[src/rtl/sha256_stream_hasher_defines.svh]
// Assertion macros for the SHA-256 stream hasher.
`ifndef SHA256_STREAM_HASHER_DEFINES_SVH
`define SHA256_STREAM_HASHER_DEFINES_SVH

`ifndef SYNTHESIS
// Checked on every rising edge outside reset.
`define SHS_ASSERT(name, prop) \
  name: assert property (@(posedge clk_i) disable iff (!rst_ni) (prop)) \
    else $error("sha256 hasher check failed");
// Checked on every rising edge, reset included.
`define SHS_ASSERT_ALWAYS(name, prop) \
  name: assert property (@(posedge clk_i) (prop)) \
    else $error("sha256 hasher check failed");
`else
`define SHS_ASSERT(name, prop)
`define SHS_ASSERT_ALWAYS(name, prop)
`endif

`endif

[src/rtl/sha256_pkg.sv]
// Types and constants of the SHA-256 stream hasher.
`timescale 1ns / 1ps
`default_nettype none

package sha256_pkg;

  typedef enum logic [4:0] {
    ST_IDLE  = 5'b00001,
    ST_ROUND = 5'b00010,
    ST_FOLD  = 5'b00100,
    ST_PAD   = 5'b01000,
    ST_OUT   = 5'b10000
  } state_e;

  localparam logic [7:0] PAD_MARK    = 8'h80;
  localparam logic [5:0] BLK_LAST    = 6'd63;
  localparam logic [5:0] LEN_POS     = 6'd56;
  localparam logic [5:0] ROUND_LAST  = 6'd63;
  localparam logic [2:0] WORD_LAST   = 3'd7;
  localparam logic [63:0] BYTE_BITS  = 64'd8;

  localparam logic [31:0] INIT_H [8] = '{
    32'h6a09e667, 32'hbb67ae85, 32'h3c6ef372, 32'ha54ff53a,
    32'h510e527f, 32'h9b05688c, 32'h1f83d9ab, 32'h5be0cd19
  };

  localparam logic [31:0] ROUND_K [64] = '{
    32'h428a2f98, 32'h71374491, 32'hb5c0fbcf, 32'he9b5dba5,
    32'h3956c25b, 32'h59f111f1, 32'h923f82a4, 32'hab1c5ed5,
    32'hd807aa98, 32'h12835b01, 32'h243185be, 32'h550c7dc3,
    32'h72be5d74, 32'h80deb1fe, 32'h9bdc06a7, 32'hc19bf174,
    32'he49b69c1, 32'hefbe4786, 32'h0fc19dc6, 32'h240ca1cc,
    32'h2de92c6f, 32'h4a7484aa, 32'h5cb0a9dc, 32'h76f988da,
    32'h983e5152, 32'ha831c66d, 32'hb00327c8, 32'hbf597fc7,
    32'hc6e00bf3, 32'hd5a79147, 32'h06ca6351, 32'h14292967,
    32'h27b70a85, 32'h2e1b2138, 32'h4d2c6dfc, 32'h53380d13,
    32'h650a7354, 32'h766a0abb, 32'h81c2c92e, 32'h92722c85,
    32'ha2bfe8a1, 32'ha81a664b, 32'hc24b8b70, 32'hc76c51a3,
    32'hd192e819, 32'hd6990624, 32'hf40e3585, 32'h106aa070,
    32'h19a4c116, 32'h1e376c08, 32'h2748774c, 32'h34b0bcb5,
    32'h391c0cb3, 32'h4ed8aa4a, 32'h5b9cca4f, 32'h682e6ff3,
    32'h748f82ee, 32'h78a5636f, 32'h84c87814, 32'h8cc70208,
    32'h90befffa, 32'ha4506ceb, 32'hbef9a3f7, 32'hc67178f2
  };

endpackage

`default_nettype wire

[src/rtl/sha256_stream_hasher.sv]
// SHA-256 over a byte stream: block buffer, round unit and digest output.
//
// Takes one message byte per input request (tuser flags the byte as present,
// tlast ends the message) and returns the 256-bit digest as eight 32-bit
// requests, most significant word first. Bytes are taken one per cycle into a
// 512-bit block shift line; when the 64th byte of a block arrives, tready drops
// while a single round unit runs the 64 rounds (one per cycle, schedule words
// produced in the same shift line) and a fold step adds the result into the
// hash state; no bytes are taken until that block is done. On end of message
// the padding and the 64-bit bit length are shifted in one byte per cycle up
// to the block end, using an extra block when the length does not fit, each
// block again followed by the rounds and the fold; the eight digest words then
// leave one per cycle as the sink takes them, and the hash returns to its
// initial value for the next message. No input is taken while a digest is
// pending. There is no clearing pass after reset.
`timescale 1ns / 1ps
`default_nettype none
`include "sha256_stream_hasher_defines.svh"

module sha256_stream_hasher
  import sha256_pkg::*;
(
  input  wire logic        clk_i,
  input  wire logic        rst_ni,
  input  wire logic        s_axis_tvalid,
  output logic             s_axis_tready,
  input  wire logic [7:0]  s_axis_tdata,   // [7:0] data_byte
  input  wire logic        s_axis_tuser,   // [0] byte_present
  input  wire logic        s_axis_tlast,   // end_of_message
  output logic             m_axis_tvalid,
  input  wire logic        m_axis_tready,
  output logic [31:0]      m_axis_tdata,   // [31:0] digest_word
  output logic [2:0]       m_axis_tuser,   // [2:0] word_number
  output logic             m_axis_tlast    // last_word
);

  function automatic logic [31:0] ror(input logic [31:0] x, input int unsigned n);
    ror = (x >> n) | (x << (32 - n));
  endfunction

  state_e       state_q, state_d;
  logic [5:0]   fill_q, fill_d;
  logic [63:0]  bits_q, bits_d;
  logic         pad_q, pad_d;      // finalizing the current message
  logic         mark_q, mark_d;    // 0x80 already pushed
  logic         lenok_q, lenok_d;  // length may go into bytes 56..63
  logic         done_q, done_d;    // block under compression is the last
  logic [5:0]   rnd_q, rnd_d;
  logic [2:0]   cnt_q, cnt_d;
  logic [31:0]  hash_q [8];
  logic [31:0]  hash_d [8];
  logic [31:0]  v_q [8];
  logic [31:0]  v_d [8];
  logic [511:0] blk_q, blk_d;

  logic         push;
  logic [7:0]   push_byte;
  logic [7:0]   len_byte;
  logic [31:0]  w0, w1, w9, w14, wn;
  logic [31:0]  s0, s1, big0, big1, choose, major, t1;

  // Word k of the window sits at [511-32k -: 32]; word 0 feeds the round.
  assign w0  = blk_q[511:480];
  assign w1  = blk_q[479:448];
  assign w9  = blk_q[223:192];
  assign w14 = blk_q[63:32];

  assign s0 = ror(w1, 7) ^ ror(w1, 18) ^ (w1 >> 3);
  assign s1 = ror(w14, 17) ^ ror(w14, 19) ^ (w14 >> 10);
  assign wn = w0 + s0 + w9 + s1;

  assign big1   = ror(v_q[4], 6) ^ ror(v_q[4], 11) ^ ror(v_q[4], 25);
  assign choose = (v_q[4] & v_q[5]) ^ (~v_q[4] & v_q[6]);
  assign t1     = v_q[7] + big1 + choose + ROUND_K[rnd_q] + w0;
  assign big0   = ror(v_q[0], 2) ^ ror(v_q[0], 13) ^ ror(v_q[0], 22);
  assign major  = (v_q[0] & v_q[1]) ^ (v_q[0] & v_q[2]) ^ (v_q[1] & v_q[2]);

  // Big-endian length: byte 56 carries bits 63..56.
  assign len_byte = bits_q[{~fill_q[2:0], 3'b000} +: 8];

  always_comb begin
    state_d   = state_q;
    fill_d    = fill_q;
    bits_d    = bits_q;
    pad_d     = pad_q;
    mark_d    = mark_q;
    lenok_d   = lenok_q;
    done_d    = done_q;
    rnd_d     = rnd_q;
    cnt_d     = cnt_q;
    hash_d    = hash_q;
    v_d       = v_q;
    blk_d     = blk_q;
    push      = 1'b0;
    push_byte = '0;

    case (state_q)
      ST_IDLE: begin
        if (s_axis_tvalid) begin
          pad_d = s_axis_tlast;
          if (s_axis_tuser) begin
            push      = 1'b1;
            push_byte = s_axis_tdata;
            bits_d    = bits_q + BYTE_BITS;
          end
          if (s_axis_tuser && fill_q == BLK_LAST) begin
            state_d = ST_ROUND;
          end else if (s_axis_tlast) begin
            state_d = ST_PAD;
          end
        end
      end
      ST_PAD: begin
        push = 1'b1;
        if (!mark_q) begin
          push_byte = PAD_MARK;
          mark_d    = 1'b1;
          lenok_d   = (fill_q < LEN_POS) || (fill_q == BLK_LAST);
        end else begin
          push_byte = (lenok_q && fill_q >= LEN_POS) ? len_byte : 8'h00;
          if (fill_q == BLK_LAST) begin
            if (lenok_q) begin
              done_d = 1'b1;
            end else begin
              lenok_d = 1'b1;
            end
          end
        end
        if (fill_q == BLK_LAST) begin
          state_d = ST_ROUND;
        end
      end
      ST_ROUND: begin
        v_d[0] = t1 + big0 + major;
        v_d[1] = v_q[0];
        v_d[2] = v_q[1];
        v_d[3] = v_q[2];
        v_d[4] = v_q[3] + t1;
        v_d[5] = v_q[4];
        v_d[6] = v_q[5];
        v_d[7] = v_q[6];
        blk_d  = {blk_q[479:0], wn};
        rnd_d  = rnd_q + 6'd1;
        if (rnd_q == ROUND_LAST) begin
          state_d = ST_FOLD;
        end
      end
      ST_FOLD: begin
        for (int i = 0; i < 8; i++) begin
          hash_d[i] = hash_q[i] + v_q[i];
        end
        if (done_q) begin
          state_d = ST_OUT;
          cnt_d   = '0;
        end else if (pad_q) begin
          state_d = ST_PAD;
        end else begin
          state_d = ST_IDLE;
        end
      end
      ST_OUT: begin
        if (m_axis_tready) begin
          // Shift the digest out; the initial values refill behind it.
          for (int i = 0; i < 7; i++) begin
            hash_d[i] = hash_q[i + 1];
          end
          hash_d[7] = INIT_H[cnt_q];
          cnt_d     = cnt_q + 3'd1;
          if (cnt_q == WORD_LAST) begin
            state_d = ST_IDLE;
            bits_d  = '0;
            pad_d   = 1'b0;
            mark_d  = 1'b0;
            lenok_d = 1'b0;
            done_d  = 1'b0;
          end
        end
      end
      default: begin
        state_d = ST_IDLE;
      end
    endcase

    if (push) begin
      blk_d  = {blk_q[503:0], push_byte};
      fill_d = fill_q + 6'd1;
      if (fill_q == BLK_LAST) begin
        v_d   = hash_q;
        rnd_d = '0;
      end
    end
  end

  always_ff @(posedge clk_i or negedge rst_ni) begin
    if (!rst_ni) begin
      state_q <= ST_IDLE;
      fill_q  <= '0;
      bits_q  <= '0;
      pad_q   <= 1'b0;
      mark_q  <= 1'b0;
      lenok_q <= 1'b0;
      done_q  <= 1'b0;
      rnd_q   <= '0;
      cnt_q   <= '0;
      for (int i = 0; i < 8; i++) begin
        hash_q[i] <= INIT_H[i];
      end
    end else begin
      state_q <= state_d;
      fill_q  <= fill_d;
      bits_q  <= bits_d;
      pad_q   <= pad_d;
      mark_q  <= mark_d;
      lenok_q <= lenok_d;
      done_q  <= done_d;
      rnd_q   <= rnd_d;
      cnt_q   <= cnt_d;
      hash_q  <= hash_d;
    end
  end

  always_ff @(posedge clk_i) begin
    v_q   <= v_d;
    blk_q <= blk_d;
  end

  assign s_axis_tready = (state_q == ST_IDLE);
  assign m_axis_tvalid = (state_q == ST_OUT);
  assign m_axis_tdata  = hash_q[0];
  assign m_axis_tuser  = cnt_q;
  assign m_axis_tlast  = (cnt_q == WORD_LAST);

  `SHS_ASSERT_ALWAYS(a_no_overlap, !(s_axis_tready && m_axis_tvalid))
  `SHS_ASSERT(a_round_start, (state_q == ST_ROUND && $past(state_q) != ST_ROUND) |-> rnd_q == 6'd0)
  `SHS_ASSERT(a_out_block_empty, m_axis_tvalid |-> fill_q == 6'd0)
  `SHS_ASSERT(a_last_fold_out, (state_q == ST_FOLD && done_q) |=> m_axis_tvalid)

endmodule

`default_nettype wire
[config.mk]
export PLATFORM = sky130hd
export DESIGN_NAME = sha256_stream_hasher
export DESIGN_NICKNAME = d
export VERILOG_FILES = /design/src/rtl/sha256_pkg.sv /design/src/rtl/sha256_stream_hasher.sv
export VERILOG_INCLUDE_DIRS = /design/src /design/src/rtl
export SDC_FILE = /design/constraint.sdc
export NUM_CORES = 2
export LEC_CHECK = 0
export ABC_AREA = 1
export BUFFER_PORTS_ARGS = -buffer_cell sky130_fd_sc_hd__buf_2
export CAP_MARGIN = 30
export CORE_UTILIZATION = 48
export CTS_CLUSTER_SIZE = 12
export DETAILED_ROUTE_END_ITERATION = 10
export GPL_TIMING_DRIVEN = 0
export MAX_ROUTING_LAYER = met4
export PLACE_DENSITY = 0.71
export RECOVER_POWER = 50
export SYNTH_ARGS = -nofsm -noshare
export SYNTH_HDL_FRONTEND = slang
export SYNTH_SLANG_ARGS = --single-unit
[constraint.sdc]
create_clock -name clk_i -period 13.9 [get_ports clk_i]
set_clock_uncertainty 0.2 [all_clocks]
set_input_delay 2.085 -clock clk_i [delete_from_list [all_inputs] [get_ports clk_i]]
set_output_delay 2.085 -clock clk_i [all_outputs]
set_load 0.03 [all_outputs]
==> flow_summary.ini <==
[place]
finalWeightedCongestion = 1.18
preCtsSetupSlack_ps = 4200
dp.final_hpwl_um = 325000
dpl.cell_count = 13454
portBuffers = 51

[finish]
final_cell_count_without_fillers = 13730
area_growth_pct = 9.51
number_of_fillers_in_the_final_layout = 16715
multiInputGateArea_um2 = 45800
register_area_um2 = 29200
post_route_cells_drive_above_1_share = 0.0446
nNetsFinal = 11994
final_cell_mix = 3,087 x nand2_1, 1,286 x inv_1, 1,203 x o21ai_0
layout_commonest_cell = nand2_1

[drt]
post_drt_via_cell_ratio = 6.23
ant_nets = 0
drc = 0
drt-total-wl_um = 404000
drt_pass1_iterations = 7
wl_per_cell_um = 29.4
routed-via-count = 85598
drt_iter0_drc = 13588

[logic_synthesis]
synthesis.nets = 11749
synth-warning-count = 0
synthesis.area_per_instance_um2 = 7.39
synth_area_um2 = 82200
number_of_instances_in_the_synthesized_netlist = 11130
synth_cell_types = 65
synth_seq_cells = 1109
synth_edf_count = 512
asyncSetResetFlopFracSynth = 0.307
synthFlopType = edfxtp_1
yosysSeqAreaShare = 0.355

[grt]
grt_use_total = 0.466
grt_pass1_wl_um = 561000
globalRouteOverflowTotal = 0
grt_pass1_vias = 77814
grt_max_degree = 132
antenna_violations_before_repair = 19

[setup_path]
timing.critical_path.fanout_max = 10
setup.worst_path.class = flip-flop to flip-flop
setup.reg_to_reg.worst_slack_ps = 3850
worstSetupEndpointType = flip-flop
slowest_delay_ps = 570
critPathRequiredTime_ps = 14440
critPathSlowestCell = dfrtp_1
start_kind = flip-flop
crit_path_frequent_cell = nand2_1
critical_path_arrival_ps = 10590

[cts]
clkSlewWorstSetupHoldPaths_ps = 60
cts_num_sinks = 1109
count_of_hold_buffers_inserted_by_post_cts_repair = 0
cts.repair_timing.setup_buffer_count = 0
insertion_delay_ps = 820
tritoncts.num_buffers = 132
cts_root_buffer = clkbuf_16
cts_htree_levels = 4
deepest_clock_path_buffer_count = 3
cts_tree = done
cts_resized = 0

[sta]
rsz0062_at_grt = no
final_cycle_utilization_of_the_critical_path = 0.723
max-slew-margin-rel = -2.99
worst_pin_slew_ps = 5990
tns_ps = 0
setup_viol_count_final = 0
worst_slack_ps = 3850
timing_max_transition_violations_final = 199
max_freq_mhz = 99.5
timing.final.crit_period_ps = 10050
hold_viol = 0

[die]
initial_core_util = 0.485
die-width_um = 416
fp.dieArea_um2 = 173000
io_pins = 52
fp-row-count = 151
die_height_um = 416
core_footprint_um2 = 170000

[outcome]
failed_checks = max-capacitance violations, max-slew violations
status = finished with violations

[run]
cap_violations = 6

[worst_hold_path]
worstHoldPathType = flip-flop to flip-flop
[registers in the layout, summed over array words and instances, names as in the netlist]
register,count
hash_q,224
fill_q,6
blk_q,512
lenok_q,1
m_axis_tdata,32
v_q,256
mark_q,1
done_q,1
state_q,5
m_axis_tuser,3
pad_q,1
rnd_q,6
bits_q,61
[metal layers]
layer  part of all wire  vias up  track usage  routed length [um]
li1                   -    37297            -                   -
met4              0.066        0        0.249               26700
met5                  0        -            -                   0
met1               0.39    40695        0.612              158000
met3               0.15     1291        0.177               61800
met2               0.39     6315        0.613              157000
[per-stage QoR]
step / util / hold slack (ps) / area [um2]
after global placement: 0.502 / 270 / 85200
after floorplan: - / 253 / 82200
after detailed placement: 0.508 / 282 / 86200
after CTS: 0.532 / 290 / 90300
after global routing: 0.530 / 307 / 90000
final: 0.531 / 292 / 90000
[kinds of logic after synthesis]
kind of cell,Yosys count,synth area share
compound gates,2474,0.168
xor+xnor,479,0.0510
fa+ha+maj,623,0.112
simple gates,4623,0.227
buf+inv,1822,0.0865
flops,1109,0.355
[synthesized netlist by cell type (all sizes together) (111+ instances only)]
cell | number | share of area
a21oi | 666 | 0.041
a31oi | 122 | 0.0093
buf | 140 | 0.0097
clkbuf | 383 | 0.017
dfrtp | 204 | 0.062
dfstp | 137 | 0.044
dfxtp | 256 | 0.062
edfxtp | 512 | 0.19
fa | 197 | 0.048
ha | 408 | 0.062
inv | 1291 | 0.059
nand2 | 3088 | 0.14
nand3 | 389 | 0.024
nand4 | 111 | 0.0086
nor2 | 829 | 0.039
nor3 | 119 | 0.0075
o21ai | 1203 | 0.073
xnor2 | 209 | 0.022
xor2 | 270 | 0.029
[final timing paths]
path	from	end	depth (start not counted)
hold / removal	hash_q[115]	hash_q[115]	2
setup reg to reg	rnd_q[0]	v_q[253]	36
min in group asynchronous	rst_ni	bits_q[4]	1
max in group asynchronous	rst_ni	hash_q[158]	3
setup / recovery	rnd_q[0]	v_q[253]	36
hold reg to reg	hash_q[115]	hash_q[115]	2
[cell type report]
cell class / count / share of cell area
Clock inverter: 48 / 0.00495
Clock buffer: 187 / 0.0408
Tap cell: 2218 / 0.0308
Sequential cell: 1109 / 0.324
Buffer: 523 / 0.0239
Timing Repair Buffer: 111 / 0.0112
Multi-Input combinational cell: 8199 / 0.509
Antenna cell: 36 / 0.00100
Inverter: 1299 / 0.0542
[critical path: cells and delay by family (launching register included)]
kind,cells,cell delay (ps)
fa+ha+maj,6,2510
flops,1,570
buf+inv,6,1270
simple gates,15,2810
compound gates,9,2580
Power is left out: the tool's default activity adds up to more than one toggle a clock period on the data nets, which glitch-free logic cannot reach.
